===== config.mk =====
export PLATFORM = sky130hd
export DESIGN_NAME = detector_event_bitstream_parser_core
export DESIGN_NICKNAME = d
export VERILOG_FILES = /design/src/rtl/core/debp_pkg.sv /design/src/rtl/core/debp_out_stage.sv /design/src/rtl/core/debp_parser.sv /design/src/rtl/core/detector_event_bitstream_parser_core.sv
export SDC_FILE = /design/constraint.sdc
export NUM_CORES = 1
export LEC_CHECK = 0
export BUFFER_PORTS_ARGS = -buffer_cell sky130_fd_sc_hd__buf_4
export CAP_MARGIN = 20
export CORE_MARGIN = 2
export CORE_UTILIZATION = 30
export CTS_CLUSTER_SIZE = 14
export DETAILED_ROUTE_END_ITERATION = 8
export SYNTH_ARGS = -nofsm -noshare
export SYNTH_HDL_FRONTEND = slang
export SYNTH_SLANG_ARGS = --single-unit

===== constraint.sdc =====
create_clock -name clock -period 11.23 [get_ports clock]
set_input_delay 2.246 -clock clock [delete_from_list [all_inputs] [get_ports clock]]
set_output_delay 2.246 -clock clock [all_outputs]
set_load 0.1 [all_outputs]

===== src/rtl/core/debp_pkg.sv =====
// package with phases, record codes and result type for the event bitstream parser
package debp_pkg;

   typedef enum logic [4:0] {
      PH_HUNT0, PH_HUNT, PH_TIME, PH_DELTA, PH_START, PH_HDR, PH_LAYER,
      PH_CHIP, PH_NSTRIP, PH_FIRST, PH_BOARD, PH_PED, PH_PULSE, PH_SKIP,
      PH_SCNT, PH_SAMP
   } phase_type;

   localparam logic [3:0] REC_TIMETAG  = 4'd0;
   localparam logic [3:0] REC_DELTA    = 4'd1;
   localparam logic [3:0] REC_EVTHDR   = 4'd2;
   localparam logic [3:0] REC_LAYER    = 4'd3;
   localparam logic [3:0] REC_CHIP     = 4'd4;
   localparam logic [3:0] REC_CLUSTER  = 4'd5;
   localparam logic [3:0] REC_BOARD    = 4'd6;
   localparam logic [3:0] REC_PEDESTAL = 4'd7;
   localparam logic [3:0] REC_PULSE    = 4'd8;
   localparam logic [3:0] REC_SAMPLE   = 4'd9;
   localparam logic [3:0] REC_FRAMING  = 4'd10;
   localparam logic [3:0] REC_EOD      = 4'd11;
   localparam logic [3:0] REC_SYNC     = 4'd12;

   localparam logic [1:0] CSR_SYNC_WORD   = 2'd0;
   localparam logic [1:0] CSR_ZERO_LIMIT  = 2'd1;
   localparam logic [1:0] CSR_CLUSTER_CAP = 2'd2;

   localparam logic [23:0] SYNC_RESET  = 24'hF04354;
   localparam logic [3:0]  ZLIM_RESET  = 4'd3;
   localparam logic [3:0]  CCAP_RESET  = 4'd10;
   localparam logic [3:0]  BOARD_BASE  = 4'd12;

   typedef struct packed {
      logic [3:0]  record_kind;
      logic [35:0] value;
      logic [15:0] signed_value;
      logic [4:0]  count;
      logic [3:0]  address;
      logic [3:0]  flags;
      logic [3:0]  section;
      logic [3:0]  chip_slot;
      logic [4:0]  item;
      logic [1:0]  channel;
      logic        last;
   } record_type;

   function automatic logic [5:0] field_len(input phase_type ph);
      unique case (ph)
         PH_HUNT0:  field_len = 6'd24;
         PH_HUNT:   field_len = 6'd4;
         PH_TIME:   field_len = 6'd36;
         PH_DELTA:  field_len = 6'd12;
         PH_START:  field_len = 6'd2;
         PH_HDR:    field_len = 6'd22;
         PH_LAYER:  field_len = 6'd12;
         PH_CHIP:   field_len = 6'd12;
         PH_NSTRIP: field_len = 6'd6;
         PH_FIRST:  field_len = 6'd6;
         PH_BOARD:  field_len = 6'd12;
         PH_PED:    field_len = 6'd8;
         PH_PULSE:  field_len = 6'd16;
         PH_SKIP:   field_len = 6'd4;
         PH_SCNT:   field_len = 6'd3;
         PH_SAMP:   field_len = 6'd15;
         default:   field_len = 6'd24;
      endcase
   endfunction

endpackage


===== src/rtl/core/debp_out_stage.sv =====
// output register with skid stage for result records
module debp_out_stage (
   input  logic                clock,
   input  logic                reset,
   input  logic                in_valid,
   output logic                in_ready,
   input  debp_pkg::record_type in_rec,
   output logic                out_valid,
   input  logic                out_ready,
   output debp_pkg::record_type out_rec
);
   import debp_pkg::*;

   logic       main_valid_ff, main_valid_in;
   logic       skid_valid_ff, skid_valid_in;
   record_type main_ff, main_in;
   record_type skid_ff, skid_in;

   assign in_ready  = !skid_valid_ff;
   assign out_valid = main_valid_ff;
   assign out_rec   = main_ff;

   always_comb begin
      main_valid_in = main_valid_ff;
      skid_valid_in = skid_valid_ff;
      main_in       = main_ff;
      skid_in       = skid_ff;
      if (!main_valid_ff || out_ready) begin
         if (skid_valid_ff) begin
            main_in       = skid_ff;
            main_valid_in = 1'b1;
            skid_valid_in = 1'b0;
         end else begin
            main_in       = in_rec;
            main_valid_in = in_valid;
         end
      end else if (in_valid && !skid_valid_ff) begin
         skid_in       = in_rec;
         skid_valid_in = 1'b1;
      end
   end

   always_ff @(posedge clock) begin
      if (reset) begin
         main_valid_ff <= 1'b0;
         skid_valid_ff <= 1'b0;
      end else begin
         main_valid_ff <= main_valid_in;
         skid_valid_ff <= skid_valid_in;
      end
      main_ff <= main_in;
      skid_ff <= skid_in;
   end

endmodule


===== src/rtl/core/debp_parser.sv =====
// bit-serial hunt and field decode state machine
module debp_parser #(
   parameter int TRACKER_LAYERS = 12,
   parameter int ENERGY_BOARDS  = 2
) (
   input  logic                 clock,
   input  logic                 reset,
   input  logic                 bit_valid,
   input  logic                 bit_in,
   input  logic [23:0]          sync_word,
   input  logic [3:0]           zero_limit,
   input  logic [3:0]           cluster_cap,
   output logic                 rec_valid,
   output debp_pkg::record_type rec
);
   import debp_pkg::*;

   localparam logic [3:0] LAYERS_C = 4'(TRACKER_LAYERS);
   localparam logic [3:0] BOARDS_C = 4'(ENERGY_BOARDS);

   phase_type   phase_ff, phase_in;
   logic [5:0]  bit_count_ff, bit_count_in;
   logic [35:0] shifter_ff, shifter_in;
   logic [23:0] hunt_ff, hunt_in;
   logic [3:0]  zero_ff, zero_in;
   logic [3:0]  sect_ff, sect_in;
   logic [3:0]  chip_ff, chip_in;
   logic [3:0]  chip_total_ff, chip_total_in;
   logic [4:0]  item_ff, item_in;
   logic [4:0]  item_total_ff, item_total_in;
   logic [1:0]  chan_ff, chan_in;
   logic [1:0]  mode_ff, mode_in;
   logic        stop_ff, stop_in;

   logic [35:0] s;
   logic [5:0]  cnt;
   logic        done;
   logic [3:0]  tmp4, tag5lo;
   logic [4:0]  tag, ns;
   logic        red, err, peds;

   always_comb begin
      phase_in      = phase_ff;
      bit_count_in  = bit_count_ff;
      shifter_in    = shifter_ff;
      hunt_in       = hunt_ff;
      zero_in       = zero_ff;
      sect_in       = sect_ff;
      chip_in       = chip_ff;
      chip_total_in = chip_total_ff;
      item_in       = item_ff;
      item_total_in = item_total_ff;
      chan_in       = chan_ff;
      mode_in       = mode_ff;
      stop_in       = stop_ff;
      rec_valid     = 1'b0;
      rec           = '0;
      s             = {shifter_ff[34:0], bit_in};
      cnt           = bit_count_ff + 6'd1;
      done          = cnt >= field_len(phase_ff);
      tmp4          = '0;
      tag           = s[11:7];
      tag5lo        = tag[3:0];
      red           = s[6];
      err           = s[5];
      ns            = s[4:0];
      peds          = 1'b0;

      if (bit_valid && !stop_ff) begin
         if (phase_ff == PH_HUNT0 || phase_ff == PH_HUNT) begin
            hunt_in      = {hunt_ff[22:0], bit_in};
            bit_count_in = cnt;
            if (done) begin
               bit_count_in = '0;
               if (hunt_in == sync_word) begin
                  rec_valid       = 1'b1;
                  rec.record_kind = REC_SYNC;
                  rec.value       = {12'd0, hunt_in};
                  phase_in        = PH_TIME;
                  shifter_in      = '0;
               end else if (phase_ff == PH_HUNT0) begin
                  phase_in = PH_HUNT;
                  zero_in  = '0;
               end else if (hunt_in[7:0] == 8'd0) begin
                  if (zero_ff >= zero_limit) begin
                     rec_valid       = 1'b1;
                     rec.record_kind = REC_EOD;
                     stop_in         = 1'b1;
                  end else begin
                     zero_in = zero_ff + 4'd1;
                  end
               end
            end
         end else begin
            shifter_in   = s;
            bit_count_in = cnt;
            if (done) begin
               bit_count_in = '0;
               shifter_in   = '0;
               unique case (phase_ff)
                  PH_TIME: begin
                     rec_valid = 1'b1; rec.record_kind = REC_TIMETAG; rec.value = s;
                     phase_in = PH_DELTA;
                  end
                  PH_DELTA: begin
                     rec_valid = 1'b1; rec.record_kind = REC_DELTA;
                     rec.value = {24'd0, s[11:0]};
                     phase_in = PH_START;
                  end
                  PH_START: begin
                     if (s[1:0] == 2'b10) begin
                        phase_in = PH_HDR;
                     end else begin
                        rec_valid = 1'b1; rec.record_kind = REC_FRAMING;
                        rec.value = {34'd0, s[1:0]}; rec.last = 1'b1;
                        phase_in = PH_HUNT0; bit_count_in = '0;
                        hunt_in = '0; zero_in = '0;
                     end
                  end
                  PH_HDR: begin
                     rec_valid = 1'b1; rec.record_kind = REC_EVTHDR;
                     rec.value = {18'd0, s[17:0]}; rec.flags = s[21:18];
                     sect_in = '0; phase_in = PH_LAYER;
                  end
                  PH_LAYER: begin
                     rec_valid = 1'b1; rec.record_kind = REC_LAYER;
                     rec.value = {33'd0, s[7:5]}; rec.count = {1'b0, s[3:0]};
                     rec.address = s[11:8]; rec.flags = {3'd0, s[4]};
                     rec.section = sect_ff;
                     chip_total_in = s[3:0]; chip_in = '0;
                     if (s[3:0] != 4'd0) begin
                        phase_in = PH_CHIP;
                     end else begin
                        tmp4 = sect_ff + 4'd1;
                        if (tmp4 < LAYERS_C) begin
                           sect_in = tmp4; phase_in = PH_LAYER;
                        end else begin
                           sect_in = '0; phase_in = PH_BOARD;
                        end
                     end
                  end
                  PH_CHIP, PH_FIRST: begin
                     rec_valid = 1'b1;
                     rec.section = sect_ff; rec.chip_slot = chip_ff;
                     if (phase_ff == PH_CHIP) begin
                        rec.record_kind = REC_CHIP;
                        rec.count = {1'b0, s[9:6]}; rec.address = s[3:0];
                        rec.flags = {1'b0, s[11], s[5], s[4]};
                        item_total_in = {1'b0, (s[9:6] < cluster_cap) ? s[9:6] : cluster_cap};
                        item_in = '0;
                     end else begin
                        rec.record_kind = REC_CLUSTER;
                        rec.value = {30'd0, s[5:0]}; rec.item = item_ff; rec.channel = 2'd1;
                        item_in = item_ff + 5'd1;
                        item_total_in = item_total_ff;
                     end
                     if (item_in < item_total_in) begin
                        phase_in = PH_NSTRIP;
                     end else begin
                        chip_in = chip_ff + 4'd1;
                        if (chip_in < chip_total_ff && chip_in != 4'd0) begin
                           phase_in = PH_CHIP;
                        end else begin
                           tmp4 = sect_ff + 4'd1;
                           if (tmp4 < LAYERS_C) begin
                              sect_in = tmp4; phase_in = PH_LAYER;
                           end else begin
                              sect_in = '0; phase_in = PH_BOARD;
                           end
                        end
                     end
                  end
                  PH_NSTRIP: begin
                     rec_valid = 1'b1; rec.record_kind = REC_CLUSTER;
                     rec.value = {30'd0, s[5:0]} + 36'd1;
                     rec.section = sect_ff; rec.chip_slot = chip_ff; rec.item = item_ff;
                     phase_in = PH_FIRST;
                  end
                  PH_BOARD: begin
                     peds = red & tag[4];
                     rec_valid = 1'b1; rec.record_kind = REC_BOARD;
                     rec.value = {31'd0, red ? {1'b0, tag5lo} : tag};
                     rec.flags = {red, peds, err, 1'b0};
                     rec.section = BOARD_BASE + sect_ff;
                     item_in = '0; chan_in = '0; mode_in = {red, peds};
                     tmp4 = sect_ff + 4'd1;
                     if (ns == 5'd0) begin
                        item_total_in = '0;
                        sect_in = tmp4;
                        if (tmp4 < BOARDS_C) phase_in = PH_BOARD;
                        else begin
                           phase_in = PH_HUNT0; hunt_in = '0; zero_in = '0;
                           rec.last = 1'b1;
                        end
                     end else if (red) begin
                        item_total_in = {3'd0, ns[4:3]};
                        rec.count = {3'd0, ns[4:3]}; rec.address = {1'b0, ns[2:0]};
                        if (ns[4:3] == 2'd0) begin
                           sect_in = tmp4;
                           if (tmp4 < BOARDS_C) phase_in = PH_BOARD;
                           else begin
                              phase_in = PH_HUNT0; hunt_in = '0; zero_in = '0;
                              rec.last = 1'b1;
                           end
                        end else begin
                           phase_in = peds ? PH_PED : PH_PULSE;
                        end
                     end else begin
                        item_total_in = ns; rec.count = ns; phase_in = PH_SCNT;
                     end
                  end
                  PH_PED: begin
                     rec_valid = 1'b1; rec.record_kind = REC_PEDESTAL;
                     rec.signed_value = {{8{s[7]}}, s[7:0]};
                     rec.section = BOARD_BASE + sect_ff; rec.item = item_ff;
                     phase_in = PH_PULSE;
                  end
                  PH_PULSE: begin
                     rec_valid = 1'b1; rec.record_kind = REC_PULSE;
                     rec.signed_value = s[15:0];
                     rec.section = BOARD_BASE + sect_ff; rec.item = item_ff;
                     item_in = item_ff + 5'd1;
                     tmp4 = sect_ff + 4'd1;
                     if (item_in < item_total_ff) begin
                        phase_in = mode_ff[0] ? PH_PED : PH_PULSE;
                     end else if (item_total_ff == 5'd2 && !mode_ff[0]) begin
                        phase_in = PH_SKIP;
                        rec.last = (sect_ff == BOARDS_C - 4'd1);
                     end else begin
                        sect_in = tmp4;
                        if (tmp4 < BOARDS_C) phase_in = PH_BOARD;
                        else begin
                           phase_in = PH_HUNT0; hunt_in = '0; zero_in = '0;
                           rec.last = 1'b1;
                        end
                     end
                  end
                  PH_SKIP, PH_SCNT: begin
                     if (phase_ff == PH_SCNT) begin
                        chan_in = '0; phase_in = PH_SAMP;
                     end else begin
                        tmp4 = sect_ff + 4'd1; sect_in = tmp4;
                        if (tmp4 < BOARDS_C) phase_in = PH_BOARD;
                        else begin
                           phase_in = PH_HUNT0; hunt_in = '0; zero_in = '0;
                        end
                     end
                  end
                  PH_SAMP: begin
                     rec_valid = 1'b1; rec.record_kind = REC_SAMPLE;
                     rec.signed_value = {{2{s[13]}}, s[13:0]};
                     rec.flags = {3'd0, s[14]};
                     rec.section = BOARD_BASE + sect_ff; rec.item = item_ff;
                     rec.channel = chan_ff;
                     chan_in = chan_ff + 2'd1;
                     if (chan_in == 2'd3) begin
                        chan_in = '0;
                        item_in = item_ff + 5'd1;
                        if (item_in < item_total_ff) phase_in = PH_SCNT;
                        else begin
                           tmp4 = sect_ff + 4'd1; sect_in = tmp4;
                           if (tmp4 < BOARDS_C) phase_in = PH_BOARD;
                           else begin
                              phase_in = PH_HUNT0; hunt_in = '0; zero_in = '0;
                              rec.last = 1'b1;
                           end
                        end
                     end
                  end
                  default: begin
                     phase_in = PH_HUNT0; bit_count_in = '0; hunt_in = '0; zero_in = '0;
                  end
               endcase
            end
         end
      end
   end

   always_ff @(posedge clock) begin
      if (reset) begin
         phase_ff      <= PH_HUNT0;
         bit_count_ff  <= '0;
         shifter_ff    <= '0;
         hunt_ff       <= '0;
         zero_ff       <= '0;
         sect_ff       <= '0;
         chip_ff       <= '0;
         chip_total_ff <= '0;
         item_ff       <= '0;
         item_total_ff <= '0;
         chan_ff       <= '0;
         mode_ff       <= '0;
         stop_ff       <= 1'b0;
      end else begin
         phase_ff      <= phase_in;
         bit_count_ff  <= bit_count_in;
         shifter_ff    <= shifter_in;
         hunt_ff       <= hunt_in;
         zero_ff       <= zero_in;
         sect_ff       <= sect_in;
         chip_ff       <= chip_in;
         chip_total_ff <= chip_total_in;
         item_ff       <= item_in;
         item_total_ff <= item_total_in;
         chan_ff       <= chan_in;
         mode_ff       <= mode_in;
         stop_ff       <= stop_in;
      end
   end

endmodule


===== src/rtl/core/detector_event_bitstream_parser_core.sv =====
// top level of the detector event bitstream parser
// a completed record is registered in the output register (via the skid stage if rsp_ stalls)
// throughput: one bit per cycle while req_ready is high; parser state updates on every transfer
// the output register plus skid stage let a bit be taken while a record waits
// reset: synchronous; valid flags, parser state and CSRs return to their reset values and hunting restarts
// after end_of_data all bits are taken and dropped until reset
module detector_event_bitstream_parser_core #(
   parameter int TRACKER_LAYERS = 12,
   parameter int ENERGY_BOARDS  = 2
) (
   input  logic         clock,
   input  logic         reset,
   input  logic         req_valid,
   output logic         req_ready,
   input  logic         req_bit_in,
   output logic         rsp_valid,
   input  logic         rsp_ready,
   output logic [3:0]   rsp_record_kind,
   output logic [35:0]  rsp_value,
   output logic signed [15:0] rsp_signed_value,
   output logic [4:0]   rsp_count,
   output logic [3:0]   rsp_address,
   output logic [3:0]   rsp_flags,
   output logic [3:0]   rsp_section,
   output logic [3:0]   rsp_chip_slot,
   output logic [4:0]   rsp_item,
   output logic [1:0]   rsp_channel,
   output logic         rsp_last,
   input  logic         csr_write_enable,
   input  logic [1:0]   csr_index,
   input  logic [23:0]  csr_write_data
);
   import debp_pkg::*;

   logic [23:0] sync_ff;
   logic [3:0]  zlim_ff, ccap_ff;
   logic        rec_valid;
   record_type  rec, out_rec;

   always_ff @(posedge clock) begin
      if (reset) begin
         sync_ff <= SYNC_RESET;
         zlim_ff <= ZLIM_RESET;
         ccap_ff <= CCAP_RESET;
      end else if (csr_write_enable) begin
         unique case (csr_index)
            CSR_SYNC_WORD:   sync_ff <= csr_write_data;
            CSR_ZERO_LIMIT:  zlim_ff <= csr_write_data[3:0];
            CSR_CLUSTER_CAP: ccap_ff <= csr_write_data[3:0];
            default: ;
         endcase
      end
   end

   debp_parser #(
      .TRACKER_LAYERS(TRACKER_LAYERS),
      .ENERGY_BOARDS (ENERGY_BOARDS)
   ) u_parser (
      .clock      (clock),
      .reset      (reset),
      .bit_valid  (req_valid && req_ready),
      .bit_in     (req_bit_in),
      .sync_word  (sync_ff),
      .zero_limit (zlim_ff),
      .cluster_cap(ccap_ff),
      .rec_valid  (rec_valid),
      .rec        (rec)
   );

   debp_out_stage u_out (
      .clock    (clock),
      .reset    (reset),
      .in_valid (rec_valid),
      .in_ready (req_ready),
      .in_rec   (rec),
      .out_valid(rsp_valid),
      .out_ready(rsp_ready),
      .out_rec  (out_rec)
   );

   assign rsp_record_kind  = out_rec.record_kind;
   assign rsp_value        = out_rec.value;
   assign rsp_signed_value = out_rec.signed_value;
   assign rsp_count        = out_rec.count;
   assign rsp_address      = out_rec.address;
   assign rsp_flags        = out_rec.flags;
   assign rsp_section      = out_rec.section;
   assign rsp_chip_slot    = out_rec.chip_slot;
   assign rsp_item         = out_rec.item;
   assign rsp_channel      = out_rec.channel;
   assign rsp_last         = out_rec.last;

endmodule

==> metrics.txt <==
Yosys warning count=0; Int Pwr=around 1.8 mW; PD cells=136.3 nW/um^2; DIE AREA=50,530 sq um; io pins=119; Worst VDD drop=0.07576 mV; Setup Viol. Count Final=0; root buffer cell=clkbuf_16; Worst Tran Pin Value=1.130 ns; Distinct cells, synth=85; Antenna Nets Post-Route=0; layout cells sized above 1=0.1460; syn_nets=1,545; Pre-antenna DRT Iters=6; CP bufs+invs=2; setup TNS=0 ns; vias post-DR=11,576; aggregate global routing overflow=0; final std cells w/o fill=2,197; part of the Yosys area used for sequential elements=0.5380; Worst Hold Class=flop to flop; GPL Wtd Cong=0.9027; Reg power frac=0.507; area of the mapped netlist=roughly 15,000 sq um; register bit total from synthesis=308; Rel. slew slack=0.2388; mean post-synth cell area=9.928 sq um; largest net degree at the start of global routing=83; main flop type after synthesis=edfxtp_1; post-route cell area=17,180 sq um; CTS tree=built; Post-CTS Hold Fix Bufs=0; dpl cell area=~16,000 sq um; first-pass GRT wire length=65,470 um; critical path launch point type=flop; Crit path required time=11.70 ns; per-cell routed wire length=19.39 um; RSZ-0062 raised after global routing=no; Clk pwr share=0.472; Post-Synthesis Cells=1,473; Leak=7.259 nW; post-synth top area cell=edfxtp_1; max_cap viols=0; Clk Latency, worst-skew pair=0.54 ns; Comb pwr share=0.021; post-CTS sizing=0; fmax=188.1 MHz; Max stage delay cell, worst path=a211oi_1; Via density=around 5.3; post-layout minimum cycle time=5.315 ns; chip width=224.8 um; worst-path maximum fanout=9; Cell Rows=80; H-tree depth=2; port bufs=~120; Net Switching=0.4935 mW; Post-DP HPWL=30,110 um; Max clock buf depth=3; Starting Density=0.3050; ys async rst share=0; Clock Skew=0.01426 ns; vias in the first global route=11,169; Arr. time, crit path=5.78 ns; Post-CTS Setup Inserts=0; Final Hold Violating Endpoints=0; cell family with most CP delay=compound AO/OA/AOI/OAI gates; status=complete, no violations; n_diodes=0; TritonCTS buffer count=34; initial antenna violation count=0; Net count, final=roughly 1,600; core area=47,950 sq um; top cell type's share of synthesized area=0.3491; cell chain of the critical path=ha_1 > a21o_1 > a211o_1 > mux2i_1 > nor2_1 > a21oi_1 > ha_1 > a21oi_1 > nor2_1 > a211oi_1 > a21oi_1 > o211ai_1 > o211ai_1 > a22oi_1 > nor2_1 > inv_1 > ha_1 > inv_1 > or3_1 > o211ai_2; synth-to-layout area growth=17.47%; residual DRC count=0; overall routing resource usage=0.1657; Sw Share=0.2107; CP max stage delay=slightly below 0.8 ns; crit path capture type=flop; Setup CP Type=flop to flop; # placed instances=2,135; Clock Pin Slew Worst Setup and Hold Paths=0.06 ns; Die H=224.8 um; Pins Over Slew Limit=0; Detailed Route WL=42,590 um; clk sinks=308; Post-synth EDFFs=170; Synth area leaders=edfxtp_1 35%, dfxtp_1 19%, nand2_1 5.0%, a21oi_1 4.9%, a21o_1 4.2%; period utilisation layout=0.4733; Detailed Route Iter0 Violations=809
worst min-delay path, cell delays in order, from the launching register on:
cell and delay [ns]:
dfxtp_1 0.30, nand2_1 0.05, a21oi_1 0.05
cells by family (layout without fill, tap and decap cells):
logic type	count (synthesis)	in the layout	synth area share
AND/OR/NAND/NOR	523	523	0.1687
buffers and inverters	138	247	0.03859
XOR/XNOR	41	41	0.02456
adder cells (fa/ha/maj)	40	40	0.03422
flip-flops	308	308	0.5380
AO/OA/AOI/OAI	394	394	0.1748
multiplexers	29	29	0.02113
area by class of cell:
type,count,area (sq um)
clock buffers,41,908.4
multi-input cells,1027,6232
repair buffers,139,1041
inverters,47,176.4
clock inverters,20,182.7
fillers,4745,30770
well taps,615,769.5
flip-flops and latches,308,7869
metrics by stage:
stage	utilization	hold slack, ns	setup slack, ns	total power, mW
floorplan	-	0.4273	0.1544	1.239
global placement	0.3354	0.4346	5.332	1.259
detailed placement	0.3354	0.4423	5.233	1.261
CTS	0.3582	0.4490	5.804	2.368
global route	0.3583	0.4822	5.547	2.417
finish	0.3583	0.4462	5.915	2.342
state kept, by name (all words and copies together), names as in the netlist, 5 cells and up, named ones only:
signal,count
u_out.out_rec,85
u_parser.shifter_ff,35
u_parser.bit_count_ff,6
u_parser.item_total_ff,5
u_out.skid_ff,85
sync_ff,24
u_parser.item_ff,5
u_parser.hunt_ff,23
routing by layer:
layer,wire length [um],vias to the layer above,global-route usage
met2,18850,386,0.2515
met3,2823,79,0.03684
li1,-,5490,-
met4,1222,0,0.05768
met1,19700,5621,0.2319
met5,0,-,0
synthesized netlist by cell type, drive strengths merged (10+ instances only):
cell    number
and3        12
inv         44
nor2       100
dfxtp      138
a21oi      142
edfxtp     170
xnor2       15
a22o        18
xor2        26
buf         21
clkbuf      70
o21ai       58
nand3       92
nand2      197
and2        32
a31oi       11
mux2i       14
nor3        22
ha          40
a21o        82
nor4        11
a22oi       14
a211oi      10
nand2b      10
mux2        15
power groups by stage:
| stage | Sequential [mW] | Combinational (mW) | Clock [mW] |
|---|---|---|---|
| floorplan | 1.21 | 0.0295 | 0 |
| global placement | 1.21 | 0.0476 | 0 |
| detailed placement | 1.21 | 0.0488 | 0 |
| CTS | 1.19 | 0.0489 | 1.13 |
| global route | 1.19 | 0.0544 | 1.17 |
| finish | 1.19 | 0.0489 | 1.11 |
final timing paths:
check	startpoint	end	cells after the start	slack (ns)
setup reg to reg	u_parser.shifter_ff[7]	flop	20	5.91
hold reg to reg	u_parser.shifter_ff[34]	u_parser.shifter_ff[34]	2	0.45
setup / recovery	u_parser.shifter_ff[7]	flop	20	5.91
hold / removal	u_parser.shifter_ff[34]	u_parser.shifter_ff[34]	2	0.45
placed cells by master (no fill, tap or decap), drive strengths merged, types with 4 or more instances in the layout:
cell | netlist | layout
nand2 | 197 | 197
edfxtp | 170 | 170
a21oi | 142 | 142
buf | 21 | 138
dfxtp | 138 | 138
nor2 | 100 | 100
nand3 | 92 | 92
a21o | 82 | 82
o21ai | 58 | 58
inv | 44 | 46
clkbuf | 70 | 42
ha | 40 | 40
and2 | 32 | 32
xor2 | 26 | 26
nor3 | 22 | 22
a22o | 18 | 18
xnor2 | 15 | 15
mux2 | 15 | 15
a22oi | 14 | 14
mux2i | 14 | 14
clkinv | 3 | 14
and3 | 12 | 12
nor4 | 11 | 11
a31oi | 11 | 11
nand2b | 10 | 10
a211oi | 10 | 10
nor2b | 7 | 7
nand4 | 7 | 7
o211ai | 7 | 7
or3 | 7 | 7
nor3b | 6 | 6
a21boi | 5 | 5
o31ai | 5 | 5
nor4b | 4 | 4
a211o | 4 | 4
o22ai | 4 | 4
nand3b | 4 | 4
clkinvlp | 0 | 4
No activity file was read; power rests on OpenSTA's default activity.
